<file path="src/rtl/ccls_pkg.sv">
// ----------------------------------------------------------------------------
// ccls_pkg
// Shared constants, codes and types of the closest-centre layer selector.
// ----------------------------------------------------------------------------
package ccls_pkg;

   // Geometry of the block
   localparam int MAX_LAYERS  = 8;
   localparam int COORD_BITS  = 24;
   localparam int LAYER_BITS  = 3;
   localparam int MASK_BITS   = 8;
   localparam int TREE_LEAVES = 8;

   // Distance limit and derived widths
   localparam int DIST_LIMIT = 1000000;
   localparam int DIST_BITS  = $clog2(DIST_LIMIT);
   localparam int SQ_BITS    = 2 * DIST_BITS;
   localparam int SUM_BITS   = SQ_BITS + 1;
   localparam int DIFF_BITS  = COORD_BITS + 1;
   localparam int ABS_BITS   = (DIFF_BITS > DIST_BITS) ? DIFF_BITS : DIST_BITS;

   localparam logic [SUM_BITS-1:0] LIMIT_SQ =
      SUM_BITS'(64'(DIST_LIMIT) * 64'(DIST_LIMIT));

   // Word kinds on the request channel
   typedef enum logic {
      ACT_LOAD  = 1'b0,
      ACT_QUERY = 1'b1
   } action_type;

   // Result of one distance lane
   typedef struct packed {
      logic                ok;
      logic [SUM_BITS-1:0] sq_dist;
   } lane_res_type;

   // Candidate travelling through the minimum tree
   typedef struct packed {
      logic                  ok;
      logic [SUM_BITS-1:0]   sq_dist;
      logic [LAYER_BITS-1:0] idx;
   } cand_type;

   // a is always the lower layer, so it keeps ties
   function automatic cand_type pick_nearer(cand_type a, cand_type b);
      cand_type r;
      if (b.ok && (!a.ok || (b.sq_dist < a.sq_dist))) r = b;
      else r = a;
      return r;
   endfunction

endpackage

</file>
<file path="src/rtl/ccls_dist_lane.sv">
// ----------------------------------------------------------------------------
// ccls_dist_lane
// Squared distance from the pixel to one layer centre, three stages deep:
// absolute differences, squares, sum and limit check.
// ----------------------------------------------------------------------------
module ccls_dist_lane
   import ccls_pkg::*;
(
   input  logic                         clock,
   input  logic                         advance,
   input  logic                         lane_en,
   input  logic signed [COORD_BITS-1:0] pixel_x,
   input  logic signed [COORD_BITS-1:0] pixel_y,
   input  logic signed [COORD_BITS-1:0] center_x,
   input  logic signed [COORD_BITS-1:0] center_y,
   output lane_res_type                 res
);

   logic signed [DIFF_BITS-1:0] diff_x, diff_y;
   logic [ABS_BITS-1:0]         abs_x, abs_y;
   logic                        near_in;

   logic [DIST_BITS-1:0] dx_ff, dy_ff, dx_in, dy_in;
   logic                 en1_ff;
   logic [SQ_BITS-1:0]   sqx_ff, sqy_ff;
   logic                 en2_ff;
   logic [SUM_BITS-1:0]  sum_in;
   lane_res_type         res_ff, res_in;

   // Stage A: absolute differences and far check
   always_comb begin
      diff_x  = DIFF_BITS'(pixel_x) - DIFF_BITS'(center_x);
      diff_y  = DIFF_BITS'(pixel_y) - DIFF_BITS'(center_y);
      abs_x   = ABS_BITS'(unsigned'(diff_x[DIFF_BITS-1] ? -diff_x : diff_x));
      abs_y   = ABS_BITS'(unsigned'(diff_y[DIFF_BITS-1] ? -diff_y : diff_y));
      near_in = (abs_x < ABS_BITS'(DIST_LIMIT)) && (abs_y < ABS_BITS'(DIST_LIMIT));
      dx_in   = abs_x[DIST_BITS-1:0];
      dy_in   = abs_y[DIST_BITS-1:0];
   end

   always_ff @(posedge clock) begin
      if (advance) begin
         dx_ff  <= dx_in;
         dy_ff  <= dy_in;
         en1_ff <= lane_en && near_in;
      end
   end

   // Stage B: squares
   always_ff @(posedge clock) begin
      if (advance) begin
         sqx_ff <= SQ_BITS'(dx_ff) * SQ_BITS'(dx_ff);
         sqy_ff <= SQ_BITS'(dy_ff) * SQ_BITS'(dy_ff);
         en2_ff <= en1_ff;
      end
   end

   // Stage C: sum and limit compare
   always_comb begin
      sum_in         = SUM_BITS'(sqx_ff) + SUM_BITS'(sqy_ff);
      res_in.sq_dist = sum_in;
      res_in.ok      = en2_ff && (sum_in < LIMIT_SQ);
   end

   always_ff @(posedge clock) begin
      if (advance) res_ff <= res_in;
   end

   assign res = res_ff;

endmodule

</file>
<file path="config.mk">
export PLATFORM = sky130hd
export DESIGN_NAME = ccls_dist_lane
export DESIGN_NICKNAME = d
export VERILOG_FILES = /design/src/rtl/ccls_pkg.sv /design/src/rtl/ccls_dist_lane.sv
export SDC_FILE = /design/constraint.sdc
export NUM_CORES = 2
export LEC_CHECK = 0
export BUFFER_PORTS_ARGS = -buffer_cell sky130_fd_sc_hd__buf_2
export CAP_MARGIN = 20
export CORE_UTILIZATION = 45
export DETAILED_ROUTE_END_ITERATION = 16
export PLACE_DENSITY = 0.69
export SKIP_CTS_REPAIR_TIMING = 1
export SYNTH_ARGS = -nofsm -noshare
export SYNTH_HDL_FRONTEND = slang
export SYNTH_SLANG_ARGS = --single-unit
</file>
<file path="constraint.sdc">
create_clock -name clock -period 12.97 [get_ports clock]
set_input_delay 2.594 -clock clock [delete_from_list [all_inputs] [get_ports clock]]
set_output_delay 2.594 -clock clock [all_outputs]
set_load 0.005 [all_outputs]
</file>
==> results by group <==
Status
  • Status: completed

Detailed routing
  • Post-route DRC violation count: 0
  • Total number of vias: 24.20k
  • DRT iter0 DRCs: 1262
  • Routed vias/inst: 5.246
  • Detailed Route WL: 73.14 mm
  • Routed Antenna Nets: 0
  • Initial DRT Pass Iterations: 5
  • DR WL/cell: 15.85 um

Final layout
  • Non-Filler Instances: 4614
  • Antenna diode count: 0
  • Fraction of layout cells with a size suffix above 1: 6.804%
  • Area added between synthesis and finish: 6.646%
  • Fin nets: 4686

Logic synthesis
  • Flip-flop and latch count after synthesis: 162
  • Gate Count Post-Synth: 3552
  • Simple logic cell fraction of the synthesized area: 12.84%
  • Avg Cell Area, Syn: 9.541 sq um
  • Cell variety after synth: 101
  • Largest area contributor in the netlist: fa_1
  • Syn_nets: 4605
  • Register area share after synthesis: 14.35%
  • Count leader, synth: inv_1
  • Synth Cell Area: 0.03389 sq mm
  • Synthesis warning total: 0
  • Largest family of logic cells by synthesized area: adder cells
  • Compound-Gate Fraction of Synth Area: 9.906%
  • Synth top area cells: fa_1 (33%), ha_1 (15%), edfxtp_1 (14%)
  • Post-synthesis xor/xnor area fraction: 5.368%
  • Post-synth top area share: 32.96%
  • Mux share of post-synthesis cell area: 0.4430%
  • Ys flop type: edfxtp_1
  • Ys async rst share: 0%
  • Adder-cell area share of the yosys netlist: 47.61%
  • Post-synth top cells: inv_1 (756), fa_1 (558), ha_1 (396)
  • Post-synth EDFFs: 162

Worst hold path
  • Hold_sp: en1_ff
  • Min-Delay Endpoint: en2_ff
  • Hold Path Stages: 0
  • Worst Hold Class: reg2reg

Setup path
  • R2R depth: 23
  • Worst Setup End Kind: flop
  • Crit path max fanout: 18
  • RR Startpoint: dx_ff[5]
  • Worst EP arrival: 8.35 ns
  • R2R Setup Slk: 4.84 ns
  • Worst r2r dst: sqx_ff[39]
  • Critical path class: reg2reg
  • Data required time of the worst path: 13.19 ns
  • Critical Path Start Type: flop

Timing
  • Final hold violations: 0
  • Max Slew Vio Count: 0
  • Hold WS: 0.4327 ns
  • Worst slew pin tran: 1.027 ns
  • RSZ-0062 raised after global routing: no
  • Final setup vio count: 0
  • Slew Limit Headroom: 31.53%
  • Tmin final: 8.133 ns
  • Setup TNS: 0 ns
  • Clock Skew: 0.01403 ns
  • Crit share post-route: 62.71%
  • Fmax: 123.0 MHz

Placed design
  • RD Place Congestion: 0.8930
  • Port bufs: 140
  • Placed Cells: 4582
  • Post-DP HPWL: 60.34 mm

GRT
  • First-pass GRT wire length: 123.9 mm
  • Vias in the first global route: 25.30k
  • GR Util met1: 26.46%
  • GRT Util Overall: 20.14%
  • Met3 GRT Util: 3.693%
  • GR peak layer: met2
  • Largest net degree at the start of global routing: 84
  • Grt total ovfl: 0
  • GR Layer Usage met2: 34.02%
  • Initial antenna violation count: 2

CTS
  • Num CTS Buffers: 17
  • Root Driver: clkbuf_16
  • Clock-pin slew on the worst setup and hold paths: 0.07 ns
  • CTS tree: done
  • Clock Tree Buf Depth: 2
  • H-tree Lvls: 4
  • Clk sinks: 162
  • Latest clock arrival within the worst-skew pair: 0.48 ns

Floorplan
  • Initial Util: 45.52%
  • Die W: 276.4 um
  • Rows: 100
  • Core footprint: 0.07445 sq mm
  • Die ar.: 0.07641 sq mm
  • Die Height: 276.4 um
  • I/O pin count: 141

Job
  • Maxcap violations: 0
[placed cells by master (no fill, tap or decap), drive strengths merged, types with 7 or more instances in the layout]
cell,instances
nand2,321
a211oi,19
a21oi,141
o211ai,19
xor2,80
nand3,38
buf,158
and2,149
nor3b,7
or2,13
o21a,29
and3,24
nand4,15
o21ai,80
ha,396
o21bai,13
xnor2,126
nand2b,27
o31ai,10
clkinv,9
fa,558
nor2b,30
clkbuf,18
a21o,76
nor4,13
a211o,7
inv,759
a31o,11
or3,19
o2111ai,9
nor3,32
nor2,152
edfxtp,162
a31oi,12
a21boi,7
mux2i,9
[stage by stage]
| step | util [%] | area (sq um) | worst slack, ns |
|---|---|---|---|
| 6_report | 48.55 | 36140 | 4.837 |
| 5_1_grt | 48.55 | 36140 | 4.370 |
| 4_1_cts | 48.51 | 36110 | 4.847 |
| 3_5_place_dp | 47.78 | 35570 | 4.881 |
| 3_3_place_gp | 47.78 | 35570 | 5.104 |
| 2_1_floorplan | - | 33890 | 5.638 |
[registers in the layout, summed over array words and instances (netlist names)]
| signal | cells |
|---|---|
| dy_ff | 20 |
| dx_ff | 20 |
| sqy_ff | 39 |
| res | 42 |
| sqx_ff | 39 |
| en1_ff | 1 |
| en2_ff | 1 |
[routing by layer]
metal | vias up | share of wire (%)
met5 | - | 0.031
met4 | 4 | 2.1
met3 | 99 | 5.5
met2 | 546 | 49
met1 | 12010 | 44
li1 | 11550 | -
[worst max-delay path by stage]
stage | startpoint | end | slack [ns] | depth (start not counted)
detailed placement | dx_ff[6] | sqx_ff[39] | 4.88 | 23
global route | dx_ff[2] | sqx_ff[39] | 4.37 | 24
finish | dx_ff[5] | sqx_ff[39] | 4.84 | 23
global placement | dx_ff[5] | sqx_ff[39] | 5.10 | 23
CTS | dx_ff[6] | sqx_ff[39] | 4.85 | 23
floorplan | dx_ff[8] | sqx_ff[39] | 5.64 | 26
[cells by family (layout without fill, tap and decap cells)]
logic type | after synthesis | after routing
AO/OA/AOI/OAI | 490 | 490
XOR/XNOR | 206 | 206
adder cells (fa/ha/maj) | 955 | 955
buffers and inverters | 854 | 947
flip-flops | 162 | 162
multiplexers | 14 | 14
AND/OR/NAND/NOR | 871 | 871
[area by class of cell]
cell class,instances,area [sq um]
Fill cell,6890,38310
Inverter,758,2845
Timing Repair Buffer,158,862.1
Clock inverter,13,115.1
Sequential cell,162,4865
Multi-Input combinational cell,2536,25810
Clock buffer,18,429.2
Tap cell,969,1212
[worst max-delay path: stages, from the launching register on]
cell	delay (ns)
edfxtp_1	0.85
inv_1	0.25
nor2_1	0.28
fa_1	0.45
inv_1	0.09
fa_1	0.45
fa_1	0.52
inv_1	0.05
fa_1	0.55
fa_1	0.43
fa_1	0.53
fa_1	0.44
ha_1	0.38
o21a_1	0.15
o211ai_1	0.11
or4b_2	0.67
o21ai_1	0.18
nand3_1	0.22
o311ai_1	0.46
o31a_1	0.21
a211o_1	0.20
a221o_1	0.17
a21oi_1	0.08
xnor2_1	0.13
Power is left out: the tool's default activity adds up to more than one toggle a clock period on the data nets, which glitch-free logic cannot reach.
