**src/rtl/ccls_pkg.sv**
```systemverilog
// ----------------------------------------------------------------------------
// ccls_pkg
// Shared constants, codes and types of the closest-centre layer selector.
// ----------------------------------------------------------------------------
package ccls_pkg;

   // Geometry of the block
   localparam int MAX_LAYERS  = 8;
   localparam int COORD_BITS  = 24;
   localparam int LAYER_BITS  = 3;
   localparam int MASK_BITS   = 8;
   localparam int TREE_LEAVES = 8;

   // Distance limit and derived widths
   localparam int DIST_LIMIT = 1000000;
   localparam int DIST_BITS  = $clog2(DIST_LIMIT);
   localparam int SQ_BITS    = 2 * DIST_BITS;
   localparam int SUM_BITS   = SQ_BITS + 1;
   localparam int DIFF_BITS  = COORD_BITS + 1;
   localparam int ABS_BITS   = (DIFF_BITS > DIST_BITS) ? DIFF_BITS : DIST_BITS;

   localparam logic [SUM_BITS-1:0] LIMIT_SQ =
      SUM_BITS'(64'(DIST_LIMIT) * 64'(DIST_LIMIT));

   // Word kinds on the request channel
   typedef enum logic {
      ACT_LOAD  = 1'b0,
      ACT_QUERY = 1'b1
   } action_type;

   // Result of one distance lane
   typedef struct packed {
      logic                ok;
      logic [SUM_BITS-1:0] sq_dist;
   } lane_res_type;

   // Candidate travelling through the minimum tree
   typedef struct packed {
      logic                  ok;
      logic [SUM_BITS-1:0]   sq_dist;
      logic [LAYER_BITS-1:0] idx;
   } cand_type;

   // a is always the lower layer, so it keeps ties
   function automatic cand_type pick_nearer(cand_type a, cand_type b);
      cand_type r;
      if (b.ok && (!a.ok || (b.sq_dist < a.sq_dist))) r = b;
      else r = a;
      return r;
   endfunction

endpackage

```
**src/rtl/ccls_min_tree.sv**
```systemverilog
// ----------------------------------------------------------------------------
// ccls_min_tree
// Registered three-level minimum tree over the lane distances; the lower
// layer keeps a tie. The last level is the response register.
// ----------------------------------------------------------------------------
module ccls_min_tree
   import ccls_pkg::*;
(
   input  logic                  clock,
   input  logic                  advance,
   input  lane_res_type          leaves [TREE_LEAVES],
   output logic [LAYER_BITS-1:0] chosen_layer,
   output logic                  found
);

   cand_type leaf_cand [TREE_LEAVES];
   cand_type lvl1_ff [4];
   cand_type lvl1_in [4];
   cand_type lvl2_ff [2];
   cand_type lvl2_in [2];
   cand_type best_ff, best_in;

   // Tag each leaf with its layer number
   always_comb begin
      for (int i = 0; i < TREE_LEAVES; i++) begin
         leaf_cand[i].ok      = leaves[i].ok;
         leaf_cand[i].sq_dist = leaves[i].sq_dist;
         leaf_cand[i].idx     = LAYER_BITS'(i);
      end
   end

   // Pairwise selection, one level per stage
   always_comb begin
      for (int i = 0; i < 4; i++) lvl1_in[i] = pick_nearer(leaf_cand[2*i], leaf_cand[2*i+1]);
      for (int i = 0; i < 2; i++) lvl2_in[i] = pick_nearer(lvl1_ff[2*i], lvl1_ff[2*i+1]);
      best_in = pick_nearer(lvl2_ff[0], lvl2_ff[1]);
   end

   always_ff @(posedge clock) begin
      if (advance) begin
         lvl1_ff <= lvl1_in;
         lvl2_ff <= lvl2_in;
         best_ff <= best_in;
      end
   end

   // Nothing in range reports layer zero
   assign found        = best_ff.ok;
   assign chosen_layer = best_ff.ok ? best_ff.idx : '0;

endmodule

```
**config.mk**
```make
export PLATFORM = sky130hd
export DESIGN_NAME = ccls_min_tree
export DESIGN_NICKNAME = d
export VERILOG_FILES = /design/src/rtl/ccls_pkg.sv /design/src/rtl/ccls_min_tree.sv
export SDC_FILE = /design/constraint.sdc
export NUM_CORES = 1
export LEC_CHECK = 0
export BUFFER_PORTS_ARGS = -buffer_cell sky130_fd_sc_hd__buf_2
export CAP_MARGIN = 10
export CORE_ASPECT_RATIO = 1.25
export CORE_MARGIN = 3
export CORE_UTILIZATION = 62
export CTS_CLUSTER_DIAMETER = 200
export CTS_CLUSTER_SIZE = 30
export DETAILED_ROUTE_END_ITERATION = 10
export GPL_TIMING_DRIVEN = 0
export MAX_ROUTING_LAYER = met4
export PLACE_DENSITY_LB_ADDON = 0.12
export SETUP_SLACK_MARGIN = 0.15
export SYNTH_ARGS = -nofsm -noshare
export SYNTH_HDL_FRONTEND = slang
export SYNTH_SLANG_ARGS = --single-unit
```
**constraint.sdc**
```tcl
create_clock -name clock -period 9.35 [get_ports clock]
set_clock_uncertainty 0.15 [all_clocks]
set_input_delay 1.87 -clock clock [delete_from_list [all_inputs] [get_ports clock]]
set_output_delay 1.87 -clock clock [all_outputs]
set_load 0.03 [all_outputs]
```
==> impl_metrics.yaml, run 1 <==
run_status:
  outcome: "completed"
timing:
  drv_slew: 0
  period_share: 0.516
  max-slew-margin-rel: 0.508
  fin_crit_ps: 4820
  worst_pin_slew_ps: 739
  fin_setup_tns_ps: 0
  finalHoldViolations: 0
  fmax_mhz: 207
  rsz0062_at_grt: "no"
  setup_violations: 0
synth:
  synth_edf_count: 264
  synth_top_area_share: 0.406
  ys_warn_count: 0
  synthFlopType: "edfxtp_1"
  async_flop_share: 0
  ys_top_cells_by_area: "edfxtp_1 41%, ha_1 18%, mux2_4 6.0%"
  synth_top_cell_by_area: "edfxtp_1"
  synth_cell_types: 54
  yosysMostFrequentCell: "inv_1"
  synthTopCellsByCount: "291 x inv_1, 280 x ha_1, 264 x edfxtp_1, 139 x nand2_1, 92 x a21oi_1"
  syn-cell-area_sq_um: 19500
  syn_avg_cell_area_sq_um: 10.9
  synth_nets: 2413
  ys_ff_latch: 264
  synth_seq_area_share: 0.406
  syn_inst: 1795
placement:
  place.port_buffers: 340
  dp_hpwl_um: 38400
  place_congestion: 0.933
  place_inst: 2544
drt:
  m1WireLength_um: 19700
  wirelength_um: 47800
  drc: 0
  vias: 15100
  wl_met2_um: 23500
  highest_layer: "met4"
  routedWlPerCell_um: 18.7
  drt_iter0_drc: 889
  ant_nets: 0
  drt-pass1-iter-count: 5
  via_per_inst: 5.89
  routed-wl-met3_um: 3000
clock_tree:
  clockRootBuffer: "clkbuf_16"
  cts_hold_buf: 0
  clkTransAtPathRegs_ps: 120
  insertion_delay_ps: 510
  cts_setup_buffers: 0
  cts_buffers: 12
  h-tree-depth: 1
  cts_resized: 0
  tritoncts: "built"
  numClockSinks: 264
  clk_path_buf_depth: 3
global_route:
  grt_max_degree: 120
  grt_pass1_vias: 15100
  grt_pass1_wl_um: 74100
  gr-total-overflow: 0
  globalRouteTotalUtil: 0.286
  antenna_found_initial: 2
cells_and_area:
  fill_cells: 2312
  drive_gt1_frac: 0.284
  instances_no_fill: 2561
  nets: 2769
  area_growth_pct: 13.4
power_and_ir_drop:
  p_sw_frac: 0.301
  power.switching_mw: 0.948
  pwr-share-comb: 0.313
  power_frac_seq: 0.494
  power_density_nw_per_um2: 142
  pwr-share-clk: 0.192
  ir_drop_mv: 0.105
  intPower_mw: 2.20
  p_leak_nw: 10.4
setup_path:
  crit_path_top_delay_cell: "nor4_1"
  cp_data_arrival_time_ps: 4910
  crit_path_frequent_cell: "clkbuf_1"
  critPathKind: "input port to flop"
  critPathLaunchType: "input port"
  cpPeakStageDelay_ps: 500
  worst-path-max-fanout: 10
  cp-end-kind: "flop"
  required_ps: 9440
  cp_cell_sequence: "buf_2 -> inv_1 -> ha_1 -> nand4_1 -> nor4_1 -> nand2_1 -> a211oi_1 -> a211o_1 -> clkbuf_1 -> clkbuf_1 -> o211ai_1"
die:
  ioPinCount: 342
  fp.dieArea_sq_um: 33700
  coreArea_sq_um: 31000
  rows: 72
  initial_core_util: 0.630
  dieWidth_um: 165
  die_h_um: 204
hold_path:
  min_path_type: "flop to flop"
run:
  cap_violations: 0
worst paths after layout:
path         slack (ps)  depth (start not counted)              startpoint                    end
min reg2reg         400                          1  lvl1_ff[179]$_DFFE_PP_  lvl2_ff[89]$_DFFE_PP_
max reg2reg        5740                         10   lvl1_ff[60]$_DFFE_PP_  lvl2_ff[20]$_DFFE_PP_
max                4530                         11              leaves[81]  lvl1_ff[13]$_DFFE_PP_
min                 400                          1  lvl1_ff[179]$_DFFE_PP_  lvl2_ff[89]$_DFFE_PP_
logic make-up (layout without fill, tap and decap cells):
| kind of cell | count (synthesis) | in the layout | share of synthesized area |
|---|---|---|---|
| adders and majority gates | 280 | 280 | 0.179 |
| muxes | 165 | 165 | 0.110 |
| and+or+nand+nor | 326 | 326 | 0.0809 |
| AOI/OAI and AO/OA | 402 | 402 | 0.146 |
| DFF | 264 | 264 | 0.406 |
| other | 0 | 3 | 0 |
| buffers and inverters | 358 | 714 | 0.0770 |
layer usage:
metal,global-route usage,vias to the layer above
li1,-,7356
met1,0.349,7088
met2,0.497,542
met3,0.0328,93
met4,0.0887,0
met5,-,-
stage by stage:
step                hold slack [ps]  power [mW]  cell area, sq um   util  worst slack [ps]
global route                    430        3.32             22100  0.714              4190
global placement                381        2.52             21700  0.701              2760
floorplan                       352        2.21             19500      -              4940
finish                          405        3.15             22100  0.714              4530
detailed placement              383        2.55             21800  0.703              3950
CTS                             406        3.16             22100  0.714              4490
cell usage in the layout (no fill, tap or decap), types with 7 or more instances in the layout:
cell type	instances
buf_2	347
inv_1	291
ha_1	280
edfxtp_1	264
nand2_1	139
a21oi_1	92
mux2_2	87
mux2_4	78
nand3_1	68
o211ai_1	53
a31o_2	45
o22ai_1	44
clkbuf_1	42
o21ai_0	41
a2bb2oi_1	40
nand4_1	38
nor2_1	22
a21o_1	19
clkbuf_16	13
a211oi_1	12
a221oi_1	11
buf_8	9
buf_6	8
nand2b_1	7
nor3_1	7
or2_2	7
critical path: cells and delay by family:
kind / cells / cell delay [ps]
and+or+nand+nor: 3 / 890
AOI/OAI and AO/OA: 3 / 790
buffers and inverters: 4 / 1080
adders and majority gates: 1 / 300
sequential cells by signal (all words and copies together), names as in the netlist:
name and count:
found 1, lvl2_ff 88, best_ff 3, lvl1_ff 172
area by class of cell:
cell class                 count  area (sq um)  share of cell area
multi-input combinational   1173         10100               0.456
sequential                   264          7930               0.358
timing repair buffer         342          1770              0.0798
inverter                     291          1090              0.0493
tap                          407           509              0.0230
buffer                        67           412              0.0186
clock buffer                  13           325              0.0147
clock inverter                 1          8.76            0.000396
antenna                        3          7.51            0.000339
power groups by stage:
stage	logic, mW	clock network (mW)	registers (mW)
after floorplan	0.655	0	1.55
after global placement	0.940	0	1.58
after detailed placement	0.976	0	1.58
after CTS	0.986	0.620	1.56
after global routing	1.10	0.650	1.57
final	0.986	0.604	1.56
No activity file was read; power rests on OpenSTA's default activity.
==> run 2, diff against run 1 <==
- CORE_UTILIZATION: 62 -> 58
- clock period: 9.35 -> 4.9 ns (I/O delays scaled with it)
==> run 2 against run 1 <==
  * Wire length fell by 0.58%
  * Global-route usage shrank 2.3 points
  * Largest cell class unchanged
  * Die area rose by 6.7%
  * Sequential power grew 90%
  * Via count is 2.1% lower
  * Total power is 90% higher
  * Critical path depth stayed put
  * Register-to-register slack lost 4500 ps
  * Cell count grew 0.43%
  * Clock power up 89%
  * Combinational power rose by 91%
  * Critical endpoint is now lvl1_ff[22]$_DFFE_PP_
  * Flip-flop and latch count unchanged
==> impl_metrics.yaml, run 2 (same netlist as run 1, synthesis figures left out) <==
run_status:
  outcome: "completed"
power_and_ir_drop:
  ir_drop_mv: 0.177
  p_leak_nw: 10.4
  power_density_nw_per_um2: 270
cells_and_area:
  largest_register: "lvl1_ff"
  largest_reg_flops: 172
  final_common_cell: "buf_2"
  final_area_sq_um: 22200
  mostFrequentLayoutCells: "347 x buf_2, 291 x inv_1, 280 x ha_1"
  area_growth_pct: 13.5
  top_regs: "lvl1_ff x172, lvl2_ff x88, best_ff x3"
  nets: 2769
  drive_gt1_frac: 0.284
setup_path:
  critPathKind: "input port to flop"
  timing.rr.end: "lvl2_ff[29]$_DFFE_PP_"
  required_ps: 4950
  worstRegToRegCells: 10
  critPathLaunchType: "input port"
  r2r_slack_ps: 1230
  r2r_start: "lvl1_ff[76]$_DFFE_PP_"
  cp-end-kind: "flop"
  cp_data_arrival_time_ps: 4410
  worst-path-max-fanout: 10
timing:
  drv_slew: 0
  rsz0062_at_grt: "no"
  setup_violations: 0
  fmax_mhz: 229
  period_share: 0.890
  whs_ps: 402
  worst_pin_slew_ps: 747
  fin_crit_ps: 4360
  finalHoldViolations: 0
  max-slew-margin-rel: 0.497
  fin_setup_tns_ps: 0
placement:
  dp_hpwl_um: 38500
  place_congestion: 0.893
  post_dp_cell_area_sq_um: 21800
  place.port_buffers: 340
die:
  fp.dieArea_sq_um: 35900
  initial_core_util: 0.592
  ioPinCount: 342
  die_h_um: 211
  rows: 74
  dieWidth_um: 170
  coreArea_sq_um: 33000
global_route:
  gr-total-overflow: 0
  grt_pass1_wl_um: 73300
  grt_max_degree: 111
  grt_pass1_vias: 14600
  antenna_found_initial: 3
  globalRouteTotalUtil: 0.263
clock_tree:
  cts_hold_buf: 0
  clkTransAtPathRegs_ps: 100
  h-tree-depth: 1
  numClockSinks: 264
  insertion_delay_ps: 500
  clk_path_buf_depth: 3
  tritoncts: "built"
  cts_setup_buffers: 0
  cts_resized: 0
  cts_buffers: 12
  clockRootBuffer: "clkbuf_16"
drt:
  via_per_inst: 5.74
  wirelength_um: 47500
  drc: 0
  routedWlPerCell_um: 18.5
  drt_iter0_drc: 1039
  ant_nets: 0
  vias: 14800
  drt-pass1-iter-count: 7
hold_path:
  min_path_type: "flop to flop"
  min_from: "lvl1_ff[179]$_DFFE_PP_"
  hold_depth: 1
  hold_end: "lvl2_ff[89]$_DFFE_PP_"
run:
  cap_violations: 0
-- run 2: cell counts in the layout (fill, tap and decap cells not counted) --
No cell type changed its count.
-- run 2: area by class of cell --
type / instances / area, sq um
fillers: 2598 / 10800
multi-input cells: 1173 / 10100
flip-flops and latches: 264 / 7930
repair buffers: 342 / 1770
inverters: 291 / 1090
well taps: 418 / 523
plain buffers: 67 / 412
clock buffers: 13 / 325
clock inverters: 1 / 8.76
diodes: 3 / 7.51
-- run 2: worst max path at each step --
stage                            from                     end  slack, ps  cells past startpoint
final                      leaves[82]   lvl1_ff[22]$_DFFE_PP_        540                     11
after global routing       leaves[82]   lvl1_ff[25]$_DFFE_PP_        430                     11
after CTS                  leaves[82]   lvl1_ff[22]$_DFFE_PP_        610                     11
after detailed placement   leaves[82]   lvl1_ff[22]$_DFFE_PP_        110                     11
after global placement        advance  lvl1_ff[128]$_DFFE_PP_       -870                      1
after floorplan           leaves[215]  lvl1_ff[100]$_DFFE_PP_       1380                     10
-- run 2: metal layers --
layer	vias to the layer above	track usage	routed length, um
met2	481	0.456	23400
met4	0	0.0557	930
met3	55	0.0270	2660
met5	-	-	0
li1	7354	-	-
met1	6870	0.338	20600
-- run 2: critical path: stages --
cell and delay [ps]:
buf_2 100, inv_1 60, ha_1 310, nand4_1 210, nor4_1 730, nand2_1 270
a211oi_1 370, a211o_1 190, clkbuf_1 430, clkbuf_1 500, o211ai_1 250
-- run 2: through the flow --
stage | setup WS [ps] | util | cells | power [mW]
after global placement | -867 | 0.660 | 2553 | 4.83
after CTS | 606 | 0.672 | 2569 | 6.03
final | 538 | 0.672 | 2572 | 5.99
after floorplan | 1380 | - | 1795 | 4.21
after detailed placement | 106 | 0.662 | 2555 | 4.87
after global routing | 429 | 0.672 | 2572 | 6.35
-- run 2: power by group --
group / internal, mW / switching [mW] / leakage, nW
Clock: 0.483 / 0.662 / 0.164
Sequential: 2.83 / 0.133 / 2.59
Combinational: 0.880 / 0.997 / 7.64
